`src/rtl/core/s5hs_pkg.sv`:
```
// ----------------------------------------------------------------------------
// s5hs_pkg
// Shared types, codes and helpers of the SOCKS5 server handshake parser.
// ----------------------------------------------------------------------------
package s5hs_pkg;

  localparam int unsigned QDEPTH = 4;
  localparam int unsigned QPTR_W = $clog2(QDEPTH);
  localparam int unsigned QCNT_W = $clog2(QDEPTH + 1);

  localparam logic OP_BYTE    = 1'b0;
  localparam logic OP_CONNECT = 1'b1;

  localparam logic [2:0] KIND_REPLY   = 3'd0;
  localparam logic [2:0] KIND_ADDR    = 3'd1;
  localparam logic [2:0] KIND_PORT    = 3'd2;
  localparam logic [2:0] KIND_PAYLOAD = 3'd3;
  localparam logic [2:0] KIND_CLOSE   = 3'd4;

  localparam logic [1:0] DT_DOMAIN = 2'd0;
  localparam logic [1:0] DT_IPV4   = 2'd1;
  localparam logic [1:0] DT_IPV6   = 2'd2;

  localparam logic [7:0] SOCKS_VER     = 8'h05;
  localparam logic [7:0] METH_NOAUTH   = 8'h00;
  localparam logic [7:0] METH_NONE     = 8'hFF;
  localparam logic [7:0] CMD_CONNECT   = 8'h01;
  localparam logic [7:0] ATYP_IPV4     = 8'h01;
  localparam logic [7:0] ATYP_DOMAIN   = 8'h03;
  localparam logic [7:0] ATYP_IPV6     = 8'h04;
  localparam logic [7:0] ERR_GENERAL   = 8'h01;
  localparam logic [7:0] ERR_CMD       = 8'h07;
  localparam logic [7:0] ERR_ATYP      = 8'h08;

  localparam logic [4:0] LEN_METH_OK   = 5'd2;
  localparam logic [4:0] LEN_METH_FAIL = 5'd3;
  localparam logic [4:0] LEN_ERROR     = 5'd11;
  localparam logic [4:0] LEN_OK_V4     = 5'd10;
  localparam logic [4:0] LEN_OK_V6     = 5'd22;

  typedef enum logic [2:0] {
    JOB_SINGLE,
    JOB_METH_OK,
    JOB_METH_FAIL,
    JOB_ERROR,
    JOB_SUCCESS
  } job_e;

  typedef struct packed {
    job_e        op;
    logic [2:0]  kind;
    logic [7:0]  data;
    logic [1:0]  dtype;
    logic        v6;
    logic [63:0] hi;
    logic [63:0] lo;
    logic [15:0] port;
  } job_t;

  typedef struct packed {
    logic [2:0] kind;
    logic [7:0] data;
    logic [1:0] dtype;
    logic       last;
  } res_t;

  function automatic logic [4:0] job_len(job_t j);
    logic [4:0] len;
    unique case (j.op)
      JOB_SINGLE:    len = 5'd1;
      JOB_METH_OK:   len = LEN_METH_OK;
      JOB_METH_FAIL: len = LEN_METH_FAIL;
      JOB_ERROR:     len = LEN_ERROR;
      JOB_SUCCESS:   len = j.v6 ? LEN_OK_V6 : LEN_OK_V4;
      default:       len = 5'd1;
    endcase
    return len;
  endfunction

endpackage

```
`src/rtl/core/s5hs_front.sv`:
```
// ----------------------------------------------------------------------------
// s5hs_front
// Handshake state machine: takes each input and emits one reply job or none.
// ----------------------------------------------------------------------------
module s5hs_front (
  input  logic           clk_i,
  input  logic           rst_ni,
  input  logic           accept_i,
  input  logic           opcode_i,
  input  logic [7:0]     data_byte_i,
  input  logic [7:0]     connect_status_i,
  input  logic           bound_is_v6_i,
  input  logic [63:0]    bound_addr_hi_i,
  input  logic [63:0]    bound_addr_lo_i,
  input  logic [15:0]    bound_port_i,
  output logic           job_vld_o,
  output s5hs_pkg::job_t job_o
);
  import s5hs_pkg::*;

  localparam logic [3:0] PH_GVER       = 4'd0;
  localparam logic [3:0] PH_GNMETH     = 4'd1;
  localparam logic [3:0] PH_GMETH      = 4'd2;
  localparam logic [3:0] PH_RHDR       = 4'd3;
  localparam logic [3:0] PH_DLEN       = 4'd4;
  localparam logic [3:0] PH_ADDR       = 4'd5;
  localparam logic [3:0] PH_PORT       = 4'd6;
  localparam logic [3:0] PH_CONNECTING = 4'd7;
  localparam logic [3:0] PH_CONNECTED  = 4'd8;
  localparam logic [3:0] PH_CLOSED     = 4'd9;

  logic [3:0] phase_q, phase_d;
  logic [1:0] bcnt_q, bcnt_d;
  logic [7:0] rem_q, rem_d;
  logic       noauth_q, noauth_d;
  logic [1:0] akind_q, akind_d;
  logic [7:0] perr_q, perr_d;
  logic [7:0] rem_dec;
  logic       seen;
  logic       vld;
  job_t       job;

  assign rem_dec = rem_q - 8'd1;
  assign seen    = noauth_q | (data_byte_i == METH_NOAUTH);

  always_comb begin
    phase_d = phase_q;
    bcnt_d  = bcnt_q;
    rem_d   = rem_q;
    noauth_d = noauth_q;
    akind_d = akind_q;
    perr_d  = perr_q;
    vld     = 1'b0;
    job     = '0;
    job.op  = JOB_SINGLE;
    job.hi  = bound_addr_hi_i;
    job.lo  = bound_addr_lo_i;
    job.port = bound_port_i;
    job.v6  = bound_is_v6_i;
    if (opcode_i == OP_CONNECT) begin
      if (phase_q == PH_CONNECTING) begin
        vld = 1'b1;
        if (connect_status_i != 8'd0) begin
          job.op   = JOB_ERROR;
          job.data = connect_status_i;
          phase_d  = PH_CLOSED;
        end else begin
          job.op  = JOB_SUCCESS;
          phase_d = PH_CONNECTED;
        end
      end
    end else begin
      unique case (phase_q)
        PH_GVER: begin
          if (data_byte_i != SOCKS_VER) begin
            vld = 1'b1;
            job.kind = KIND_CLOSE;
            phase_d = PH_CLOSED;
          end else begin
            phase_d = PH_GNMETH;
          end
        end
        PH_GNMETH: begin
          rem_d = data_byte_i;
          noauth_d = 1'b0;
          if (data_byte_i == 8'd0) begin
            vld = 1'b1;
            job.op = JOB_METH_FAIL;
            phase_d = PH_CLOSED;
          end else begin
            phase_d = PH_GMETH;
          end
        end
        PH_GMETH: begin
          noauth_d = seen;
          rem_d = rem_dec;
          if (rem_dec == 8'd0) begin
            vld = 1'b1;
            if (seen) begin
              job.op  = JOB_METH_OK;
              phase_d = PH_RHDR;
              bcnt_d  = 2'd0;
              perr_d  = 8'd0;
            end else begin
              job.op  = JOB_METH_FAIL;
              phase_d = PH_CLOSED;
            end
          end
        end
        PH_RHDR: begin
          unique case (bcnt_q)
            2'd0: begin
              perr_d = (data_byte_i != SOCKS_VER) ? ERR_GENERAL : 8'd0;
              bcnt_d = 2'd1;
            end
            2'd1: begin
              if (perr_q == 8'd0 && data_byte_i != CMD_CONNECT) perr_d = ERR_CMD;
              bcnt_d = 2'd2;
            end
            2'd2: begin
              if (data_byte_i != 8'd0) perr_d = ERR_GENERAL;
              bcnt_d = 2'd3;
            end
            default: begin
              bcnt_d = 2'd0;
              if (perr_q != 8'd0) begin
                vld = 1'b1;
                job.op = JOB_ERROR;
                job.data = perr_q;
                phase_d = PH_CLOSED;
              end else if (data_byte_i == ATYP_IPV4) begin
                akind_d = DT_IPV4;
                rem_d = 8'd4;
                phase_d = PH_ADDR;
              end else if (data_byte_i == ATYP_IPV6) begin
                akind_d = DT_IPV6;
                rem_d = 8'd16;
                phase_d = PH_ADDR;
              end else if (data_byte_i == ATYP_DOMAIN) begin
                akind_d = DT_DOMAIN;
                phase_d = PH_DLEN;
              end else begin
                vld = 1'b1;
                job.op = JOB_ERROR;
                job.data = ERR_ATYP;
                phase_d = PH_CLOSED;
              end
            end
          endcase
        end
        PH_DLEN: begin
          if (data_byte_i == 8'd0) begin
            rem_d = 8'd2;
            phase_d = PH_PORT;
          end else begin
            rem_d = data_byte_i;
            phase_d = PH_ADDR;
          end
        end
        PH_ADDR: begin
          vld = 1'b1;
          job.kind = KIND_ADDR;
          job.data = data_byte_i;
          job.dtype = akind_q;
          rem_d = rem_dec;
          if (rem_dec == 8'd0) begin
            rem_d = 8'd2;
            phase_d = PH_PORT;
          end
        end
        PH_PORT: begin
          vld = 1'b1;
          job.kind = KIND_PORT;
          job.data = data_byte_i;
          job.dtype = akind_q;
          rem_d = rem_dec;
          if (rem_dec == 8'd0) phase_d = PH_CONNECTING;
        end
        PH_CONNECTING, PH_CONNECTED: begin
          vld = 1'b1;
          job.kind = KIND_PAYLOAD;
          job.data = data_byte_i;
        end
        default: begin
        end
      endcase
    end
  end

  assign job_vld_o = accept_i & vld;
  assign job_o     = job;

  always_ff @(posedge clk_i or negedge rst_ni) begin
    if (!rst_ni) begin
      phase_q  <= PH_GVER;
      bcnt_q   <= 2'd0;
      rem_q    <= 8'd0;
      noauth_q <= 1'b0;
      akind_q  <= 2'd0;
      perr_q   <= 8'd0;
    end else if (accept_i) begin
      phase_q  <= phase_d;
      bcnt_q   <= bcnt_d;
      rem_q    <= rem_d;
      noauth_q <= noauth_d;
      akind_q  <= akind_d;
      perr_q   <= perr_d;
    end
  end

endmodule

```
`src/rtl/core/s5hs_fifo.sv`:
```
// ----------------------------------------------------------------------------
// s5hs_fifo
// Short job queue between the state machine and the reply serializer.
// ----------------------------------------------------------------------------
module s5hs_fifo (
  input  logic           clk_i,
  input  logic           rst_ni,
  input  logic           wr_i,
  input  s5hs_pkg::job_t wr_job_i,
  input  logic           rd_i,
  output s5hs_pkg::job_t rd_job_o,
  output logic           full_o,
  output logic           empty_o
);
  import s5hs_pkg::*;

  job_t              mem_q [QDEPTH];
  logic [QPTR_W-1:0] wptr_q, rptr_q;
  logic [QCNT_W-1:0] cnt_q;
  logic              do_wr, do_rd;

  assign full_o   = (cnt_q == QCNT_W'(QDEPTH));
  assign empty_o  = (cnt_q == '0);
  assign do_wr    = wr_i & ~full_o;
  assign do_rd    = rd_i & ~empty_o;
  assign rd_job_o = mem_q[rptr_q];

  always_ff @(posedge clk_i) begin
    if (do_wr) mem_q[wptr_q] <= wr_job_i;
  end

  always_ff @(posedge clk_i or negedge rst_ni) begin
    if (!rst_ni) begin
      wptr_q <= '0;
      rptr_q <= '0;
      cnt_q  <= '0;
    end else begin
      if (do_wr) wptr_q <= wptr_q + QPTR_W'(1);
      if (do_rd) rptr_q <= rptr_q + QPTR_W'(1);
      if (do_wr && !do_rd) cnt_q <= cnt_q + QCNT_W'(1);
      else if (do_rd && !do_wr) cnt_q <= cnt_q - QCNT_W'(1);
    end
  end

endmodule

```
`src/rtl/core/s5hs_back.sv`:
```
// ----------------------------------------------------------------------------
// s5hs_back
// Reply serializer: expands each job into result bytes, one per cycle while results are popped.
// ----------------------------------------------------------------------------
module s5hs_back (
  input  logic           clk_i,
  input  logic           rst_ni,
  input  logic           job_empty_i,
  input  s5hs_pkg::job_t job_i,
  output logic           job_pop_o,
  input  logic           pop_i,
  output logic           empty_o,
  output s5hs_pkg::res_t res_o
);
  import s5hs_pkg::*;

  logic [4:0]       idx_q;
  logic             vld_q;
  res_t             res_q;
  res_t             res;
  logic [4:0]       len;
  logic             take;
  logic [31:0][7:0] sbytes;

  assign len  = job_len(job_i);
  assign take = ~job_empty_i & (~vld_q | pop_i);

  always_comb begin
    sbytes    = '0;
    sbytes[0] = SOCKS_VER;
    sbytes[3] = job_i.v6 ? ATYP_IPV6 : ATYP_IPV4;
    if (job_i.v6) begin
      for (int i = 0; i < 8; i++) begin
        sbytes[4 + i]  = job_i.hi[8*(7-i) +: 8];
        sbytes[12 + i] = job_i.lo[8*(7-i) +: 8];
      end
      sbytes[20] = job_i.port[15:8];
      sbytes[21] = job_i.port[7:0];
    end else begin
      for (int i = 0; i < 4; i++) begin
        sbytes[4 + i] = job_i.lo[8*(3-i) +: 8];
      end
      sbytes[8] = job_i.port[15:8];
      sbytes[9] = job_i.port[7:0];
    end
  end

  always_comb begin
    res       = '0;
    res.kind  = KIND_REPLY;
    res.last  = (idx_q == len - 5'd1);
    unique case (job_i.op)
      JOB_SINGLE: begin
        res.kind  = job_i.kind;
        res.data  = job_i.data;
        res.dtype = job_i.dtype;
      end
      JOB_METH_OK: begin
        res.data = (idx_q == 5'd0) ? SOCKS_VER : METH_NOAUTH;
      end
      JOB_METH_FAIL: begin
        if (idx_q == 5'd0) res.data = SOCKS_VER;
        else if (idx_q == 5'd1) res.data = METH_NONE;
        else res.kind = KIND_CLOSE;
      end
      JOB_ERROR: begin
        if (idx_q == 5'd0) res.data = SOCKS_VER;
        else if (idx_q == 5'd1) res.data = job_i.data;
        else if (idx_q == 5'd3) res.data = ATYP_IPV4;
        else if (idx_q == LEN_ERROR - 5'd1) res.kind = KIND_CLOSE;
      end
      JOB_SUCCESS: begin
        res.data = sbytes[idx_q];
      end
      default: begin
      end
    endcase
  end

  assign job_pop_o = take & res.last;
  assign empty_o   = ~vld_q;
  assign res_o     = res_q;

  always_ff @(posedge clk_i) begin
    if (take) res_q <= res;
  end

  always_ff @(posedge clk_i or negedge rst_ni) begin
    if (!rst_ni) begin
      vld_q <= 1'b0;
      idx_q <= 5'd0;
    end else begin
      if (take) begin
        vld_q <= 1'b1;
        idx_q <= res.last ? 5'd0 : idx_q + 5'd1;
      end else if (pop_i) begin
        vld_q <= 1'b0;
      end
    end
  end

endmodule

```
`src/rtl/core/socks5_handshake_parser_top.sv`:
```
// ----------------------------------------------------------------------------
// socks5_handshake_parser_top
// Server side SOCKS5 handshake: greeting, request checks and connect reply.
// ----------------------------------------------------------------------------
// One input item is accepted per cycle while full is low. The state machine
// classifies each item in the cycle it arrives and queues at most one reply
// job in a four-entry queue; the serializer behind it sends one result per
// cycle while results are popped, and an item yields one result for address,
// port and payload bytes, 11 for an error reply and 22 for an IPv6 success
// reply. Input stalls only when the queue fills behind a long reply or a
// stalled consumer.
module socks5_handshake_parser_top (
  input  logic        clk_i,
  input  logic        rst_ni,
  input  logic        push,
  output logic        full,
  input  logic        opcode_i,
  input  logic [7:0]  data_byte_i,
  input  logic [7:0]  connect_status_i,
  input  logic        bound_is_v6_i,
  input  logic [63:0] bound_addr_hi_i,
  input  logic [63:0] bound_addr_lo_i,
  input  logic [15:0] bound_port_i,
  output logic        empty,
  input  logic        pop,
  output logic [2:0]  kind_o,
  output logic [7:0]  out_byte_o,
  output logic [1:0]  dest_type_o,
  output logic        last_o
);
  import s5hs_pkg::*;

  logic accept;
  logic job_vld;
  job_t job_in;
  job_t job_head;
  logic job_empty;
  logic job_pop;
  res_t res;

  assign accept = push & ~full;

  s5hs_front u_front (
    .clk_i            (clk_i),
    .rst_ni           (rst_ni),
    .accept_i         (accept),
    .opcode_i         (opcode_i),
    .data_byte_i      (data_byte_i),
    .connect_status_i (connect_status_i),
    .bound_is_v6_i    (bound_is_v6_i),
    .bound_addr_hi_i  (bound_addr_hi_i),
    .bound_addr_lo_i  (bound_addr_lo_i),
    .bound_port_i     (bound_port_i),
    .job_vld_o        (job_vld),
    .job_o            (job_in)
  );

  s5hs_fifo u_fifo (
    .clk_i    (clk_i),
    .rst_ni   (rst_ni),
    .wr_i     (job_vld),
    .wr_job_i (job_in),
    .rd_i     (job_pop),
    .rd_job_o (job_head),
    .full_o   (full),
    .empty_o  (job_empty)
  );

  s5hs_back u_back (
    .clk_i       (clk_i),
    .rst_ni      (rst_ni),
    .job_empty_i (job_empty),
    .job_i       (job_head),
    .job_pop_o   (job_pop),
    .pop_i       (pop),
    .empty_o     (empty),
    .res_o       (res)
  );

  assign kind_o      = res.kind;
  assign out_byte_o  = res.data;
  assign dest_type_o = res.dtype;
  assign last_o      = res.last;

endmodule

```
`config.mk`:
```
export PLATFORM = sky130hd
export DESIGN_NAME = socks5_handshake_parser_top
export DESIGN_NICKNAME = d
export VERILOG_FILES = /design/src/rtl/core/s5hs_pkg.sv /design/src/rtl/core/s5hs_front.sv /design/src/rtl/core/s5hs_fifo.sv /design/src/rtl/core/s5hs_back.sv /design/src/rtl/core/socks5_handshake_parser_top.sv
export SDC_FILE = /design/constraint.sdc
export NUM_CORES = 1
export LEC_CHECK = 0
export BUFFER_PORTS_ARGS = -buffer_cell sky130_fd_sc_hd__buf_4
export CORE_ASPECT_RATIO = 1.5
export CORE_UTILIZATION = 60
export DETAILED_ROUTE_END_ITERATION = 7
export PLACE_DENSITY = 0.79
export SLEW_MARGIN = 20
export SYNTH_ARGS = -nofsm -noshare
export SYNTH_HDL_FRONTEND = slang
export SYNTH_HIERARCHICAL = 1
export SYNTH_SLANG_ARGS = --single-unit
```
`constraint.sdc`:
```
create_clock -name clk_i -period 12.65 [get_ports clk_i]
set_clock_uncertainty 0.1 [all_clocks]
set_input_delay 1.265 -clock clk_i [delete_from_list [all_inputs] [get_ports clk_i]]
set_output_delay 1.265 -clock clk_i [all_outputs]
set_load 0.005 [all_outputs]
```
After elaboration in Yosys (flattened, before gate mapping) --
Memory sizes are Yosys's and may differ from the RTL's. Index checks and enable logic that the tools add are counted.
Word-level totals: input bits 166, memories 1, output and inout port bits 16, latch bits 0, flip-flop bits (word level) 52, ROM bits 0, bits in writable memories 644, logic and storage cells 212
Memories:
- u_fifo.mem_q | words 4, width 161, read ports 1, clocked after memory_dff 0, wr ports 1, line s5hs_fifo.sv:17 | job_t mem_q [QDEPTH];
Cells by class: reduce and logical (&&, ||, !) cells 34, bitwise logic cells 14, divide/modulo/power cells 0, $add $sub $neg 7, eq/ne operators 37, multiplexer cells 103, order comparisons 1, multipliers 0, shift-type cells 0
Operators by type and width (count):
- 8-bit 2-to-1 mux | 22
- 96-bit 2-to-1 mux | 1
- 8-bit case mux with 5 select lines | 2
- 3-bit 2-to-1 mux | 20
- 4-bit 2-to-1 mux | 14
- 48-bit 2-to-1 mux | 1
- 8-bit binary-select mux with 5-bit select | 1
- 8-bit case mux with 2 select lines | 2
- 8-bit nonzero test | 4
- 4-bit case mux with 7 select lines | 1
- 8-bit zero test | 3
- 8-bit case mux with 3 select lines | 1
- 2-bit 2-to-1 mux | 11
- 5-bit case mux with 4 select lines | 1
- 3-bit case mux with 3 select lines | 2
- 1-bit 2-to-1 mux | 17
- 4-bit by 3-bit equality test with 1-bit output, second input constant | 4
- 3-bit by 2-bit inequality test with 1-bit output, second input constant | 5
- 3-bit case mux with 4 select lines | 1
- 6-bit AND reduction | 2
- 5-bit 2-to-1 mux | 2
- 4-bit by 2-bit equality test with 1-bit output, second input constant | 2
- 8-bit by 1-bit equality test with 1-bit output, second input constant | 1
- 8-bit by 2-bit equality test with 1-bit output, second input constant | 1
- other kinds (49) | 75

Longest topological paths before layout --
word-level depth 14, mapped depth 17, depth with buffers taken out 14

Hierarchy --
Netlist, hierarchy kept.
By module, submodules not included:
- s5hs_fifo | sequential area each 19513.7 um^2, area an instance 23605.1 um^2, times used 1, cells each 877
- s5hs_front | sequential area each 475.5 um^2, area an instance 3201.8 um^2, times used 1, cells each 416
- s5hs_back | sequential area each 570.5 um^2, area an instance 2745.1 um^2, times used 1, cells each 302
- socks5_handshake_parser_top | sequential area each 0.0 um^2, area an instance 13.8 um^2, times used 1, cells each 1

Worst setup path before layout --
Ideal clock, no wire load.
path kind input-to-reg, from input data_byte_i[7], to memory u_fifo/mem_q[0][0] (netlist bit) (enable), stages 9, required time 12.010 ns, buffers on the path 2, slack 5.425 ns, arrival 6.584 ns, library setup time 0.540 ns, cells stage by stage clkbuf_1 > nor4_1 > nand3_1 > o22ai_1 > a2111oi_0 > o22ai_1 > nor2b_1 > buf_2 > and2_1
On the way: cells in the longest elaborated chain, start to end 12, elaborated cells between the ends (all ways) 18, classes of those cells eq/ne: 4; mux: 11; bitwise: 2; reduce/logical: 1
Ends and longest elaborated chain:
- start: declaration | line socks5_handshake_parser_top.sv:18 | input logic [7:0] data_byte_i,
- 8-bit by 2-bit equality test with 1-bit output | line s5hs_front.sv:139 | end else if (data_byte_i == ATYP_DOMAIN) begin
- 1-bit 2-to-1 mux | line s5hs_front.sv:139
- 1-bit 2-to-1 mux | line s5hs_front.sv:135 | end else if (data_byte_i == ATYP_IPV6) begin
- 1-bit 2-to-1 mux | line s5hs_front.sv:131 | end else if (data_byte_i == ATYP_IPV4) begin
- 1-bit 2-to-1 mux | line s5hs_front.sv:126 | if (perr_q != 8'd0) begin
- 1-bit 2-to-1 mux | line s5hs_front.sv:111 | unique case (bcnt_q)
- 1-bit case mux with 5 select lines * | line s5hs_front.sv:73 | unique case (phase_q)
- 1-bit 2-to-1 mux * | line s5hs_front.sv:60 | if (opcode_i == OP_CONNECT) begin
- 1-bit AND * | line s5hs_front.sv:190 | assign job_vld_o = accept_i & vld;
- net job_vld | line socks5_handshake_parser_top.sv:34 | logic job_vld;
- 1-bit AND * | line s5hs_fifo.sv:24 | assign do_wr = wr_i & ~full_o;
- net u_fifo.do_wr | line s5hs_fifo.sv:20 | logic do_wr, do_rd;
- 1-bit 2-to-1 mux * | line s5hs_fifo.sv:29 | if (do_wr) mem_q[wptr_q] <= wr_job_i;
- 1-bit 2-to-1 mux (not written as such) * | line s5hs_fifo.sv:29
- end: declaration | line s5hs_fifo.sv:17
The timed path passes the listed nets; every way through them passes the cells marked *.

==> summary.txt <==
Cells and area
  • Area Overhead vs Synth: 9.09%
  • Layout cell share with drive strength beyond 1: 0.303
  • Design area: 32300 µm²
  • Filler cells: 3061
  • # nets final: 1810
  • Most common cell after layout, fill and taps aside: edfxtp_1
  • Most frequent cells in the layout: 658 x edfxtp_1, 197 x buf_4, 187 x mux4_2

Power
  • Comb pwr share: 0.236
  • Leakage: 0.0105 µW
  • Sw frac: 0.290
  • Power density over cell area: 188 nW/µm²
  • Max IR drop VDD: 0.123 mV
  • Clock power frac: 0.297
  • Flop pwr share: 0.467
  • P_sw: 1760 µW
  • Pint: 4300 µW

STA
  • Final period util: 0.425
  • Fmax: 0.186 GHz
  • Max Slew Vio Count: 0
  • Relative slew slack: 0.259
  • Crit path time final: 5.37 ns
  • RSZ-0062 raised after global routing: no
  • Slew @ Worst Pin: 1.11 ns
  • Setup Viol. Count Final: 0
  • Hold Fails Final Rpt: 0
  • TNS Setup: 0 ns

Global routing
  • GRT Overall Usage: 0.259
  • Largest net degree at the start of global routing: 73
  • Vias in the first global route: 15400
  • Global-route wire length before repair: 94700 µm
  • Grt ovf: 0
  • Initial antenna violation count: 3

Yosys
  • Netlist Area Pre-Place: 29600 µm²
  • Syn Nets: 1779
  • Sequential-to-total area share from yosys stat: 0.695
  • Mapped Cells: 1596
  • Post-synth EDFFs: 658
  • Syn_area_per_cell: 18.5 µm²
  • Register bit count reported by yosys: 690
  • Synth Warn #: 6
  • Unique masters post-synth: 83
  • Synth Flop Type: edfxtp_1
  • Asr flop ratio synth: 0.0464

Floorplanning
  • Initial Util: 0.607
  • Die height: 274 µm
  • I/O pins: 182
  • Rows: 99
  • DIE AREA: 50200 µm²
  • Die width: 183 µm
  • Core Box Area: 48700 µm²

Clocking
  • Clock buffer depth: 3
  • Post-CTS sizing: 0
  • Latest clock arrival within the worst-skew pair: 0.60 ns
  • H-tree depth: 2
  • Hold-fix buffer count after cts: 0
  • Post-CTS Setup Bufs: 0
  • CTS Buf Count: 58
  • Root Driver: clkbuf_16
  • CTS tree: built
  • Clock sinks: 690
  • Clock transition at path regs: 0.07 ns

Worst setup path
  • CP top delay family: multiplexers
  • Crit path kind: flop to flop
  • Crit end category: flop
  • CP max FO: 51
  • CP max stage cell: dfrtp_4
  • Critical Path RT: 13.04 ns
  • Most used cell, CP: nand2_1
  • CP Cell Sequence: buf_4 -> mux4_2 -> nand2_1 -> or3_1 -> a21oi_2 -> o221ai_2 -> nor2_1 -> nand2_1 -> ha_1 -> inv_1 -> fa_1 -> mux2_2
  • Crit path largest cell delay: 1.08 ns
  • Buf+Inv Stages, Crit Path: 2
  • Setup crit start kind: flop
  • WP data arrival: 5.76 ns

Place
  • Gpl congestion: 0.928
  • Placement Cell Area: 30300 µm²
  • Dpl hpwl: 40100 µm
  • Port bufs: 181

Drt
  • Via count: 14800
  • Number of remaining DRC errors: 0
  • Drt first pass iters: 6
  • Detail Route Antenna Nets: 0
  • Starting DRT DRC Count: 1616
  • Final wirelength: 63600 µm
  • Post-DR wirelength/cell: 27.3 µm
  • Vias per cell: 6.32

Status
  • Status: finished clean

Hold path
  • Hold Crit Class: flop to flop

Run
  • MaxCap Viol Count: 0
[state kept, by name, summed over array words and instances, names as in the netlist, 2 cells and up]
signal and flops:
u_front/phase_q 4, u_fifo/rptr_q 2, u_fifo/mem_q 644, u_front/bcnt_q 2
u_back/res_o 14, u_back/idx_q 5, u_front/perr_q 2, u_fifo/wptr_q 2
u_front/akind_q 2, u_front/rem_q 8, u_fifo/cnt_q 3
[cells in the mapped netlist, types with 8 or more instances]
library cell	number	area, µm²
xnor2_1	9	78.8
buf_4	152	1140
edfxtp_1	658	19800
a21oi_1	32	160
and2_1	14	87.6
nand2b_1	9	56.3
clkbuf_1	25	93.8
nor3_1	20	100
o22ai_1	9	56.3
mux2_2	10	113
nor4_1	8	50.1
mux2i_1	29	290
mux4_2	187	4210
nand2_1	52	195
nor2b_1	11	68.8
dfrtp_1	32	801
buf_2	30	150
nor2_1	45	169
buf_6	13	146
nand3_1	20	100
ha_1	16	200
o21ai_0	46	230
a22oi_1	8	60.1
inv_1	23	86.3
[metal layers]
| layer | global-route usage | share of wire | up-vias |
|---|---|---|---|
| met5 | 0 | 0.00016 | - |
| met4 | 0.119 | 0.044 | 2 |
| met3 | 0.0351 | 0.060 | 133 |
| met2 | 0.461 | 0.54 | 638 |
| met1 | 0.313 | 0.36 | 7614 |
| li1 | - | - | 6363 |
[path summary, 6_finish.rpt]
check / start / to / cells after the start / slack [ns]
worst max-delay path: u_fifo/rptr_q[0] / u_fifo/cnt_q[1] / 12 / 7.28
worst max register to register: u_fifo/rptr_q[0] / u_fifo/cnt_q[1] / 12 / 7.28
min in group asynchronous: rst_ni / u_front/rem_q[0] / 1 / 0.53
worst min register to register: u_fifo/cnt_q[2] / u_fifo/cnt_q[2] / 1 / 0.40
max in group asynchronous: rst_ni / u_back/idx_q[0] / 1 / 11.53
worst min-delay path: u_fifo/cnt_q[2] / u_fifo/cnt_q[2] / 1 / 0.40
[worst register-to-register path, delay by kind of cell, from the launching register on]
family          cells  cell delay [ns]
simple gates        4             0.93
buf+inv             2             0.91
fa+ha+maj           2             0.63
flops               1             1.08
mux                 2             1.21
compound gates      2             0.41
[kinds of logic (layout without fill, tap and decap cells)]
group,Yosys count,in the layout,synth area share
AND/OR/NAND/NOR,227,227,0.0412
XOR/XNOR,12,12,0.00356
adder cells (fa/ha/maj),17,17,0.00745
AO/OA/AOI/OAI,173,173,0.0404
other,0,3,0
buffers and inverters,250,329,0.0556
multiplexers,227,227,0.156
flip-flops,690,690,0.695
[cell type report]
cell class | count | area (µm²) | area share
clock buffer | 72 | 1530 | 0.0473
timing repair buffer | 197 | 1480 | 0.0459
sequential | 690 | 20600 | 0.638
antenna | 3 | 7.51 | 0.000233
inverter | 24 | 90.1 | 0.00279
tap | 656 | 821 | 0.0254
multi-input combinational | 656 | 7370 | 0.229
clock inverter | 36 | 388 | 0.0120
[metrics by stage]
step	total power (µW)	worst slack [ns]	utilization	cells	hold WS (ns)
3_5_place_dp	4300	7.16	0.623	2223	0.389
5_1_grt	6260	6.80	0.663	2333	0.424
2_1_floorplan	3870	5.43	-	1596	0.347
6_report	6050	7.28	0.663	2334	0.399
4_1_cts	6090	7.16	0.662	2331	0.398
3_3_place_gp	4270	7.28	0.623	2223	0.368
[power groups by stage]
stage / combinational [µW] / sequential [µW] / clock [µW]
after floorplan: 1160 / 2720 / 0
after global placement: 1400 / 2870 / 0
after detailed placement: 1430 / 2870 / 0
after CTS: 1440 / 2820 / 1820
after global routing: 1520 / 2840 / 1900
final: 1430 / 2830 / 1800
(Power assumes the default switching activity.)
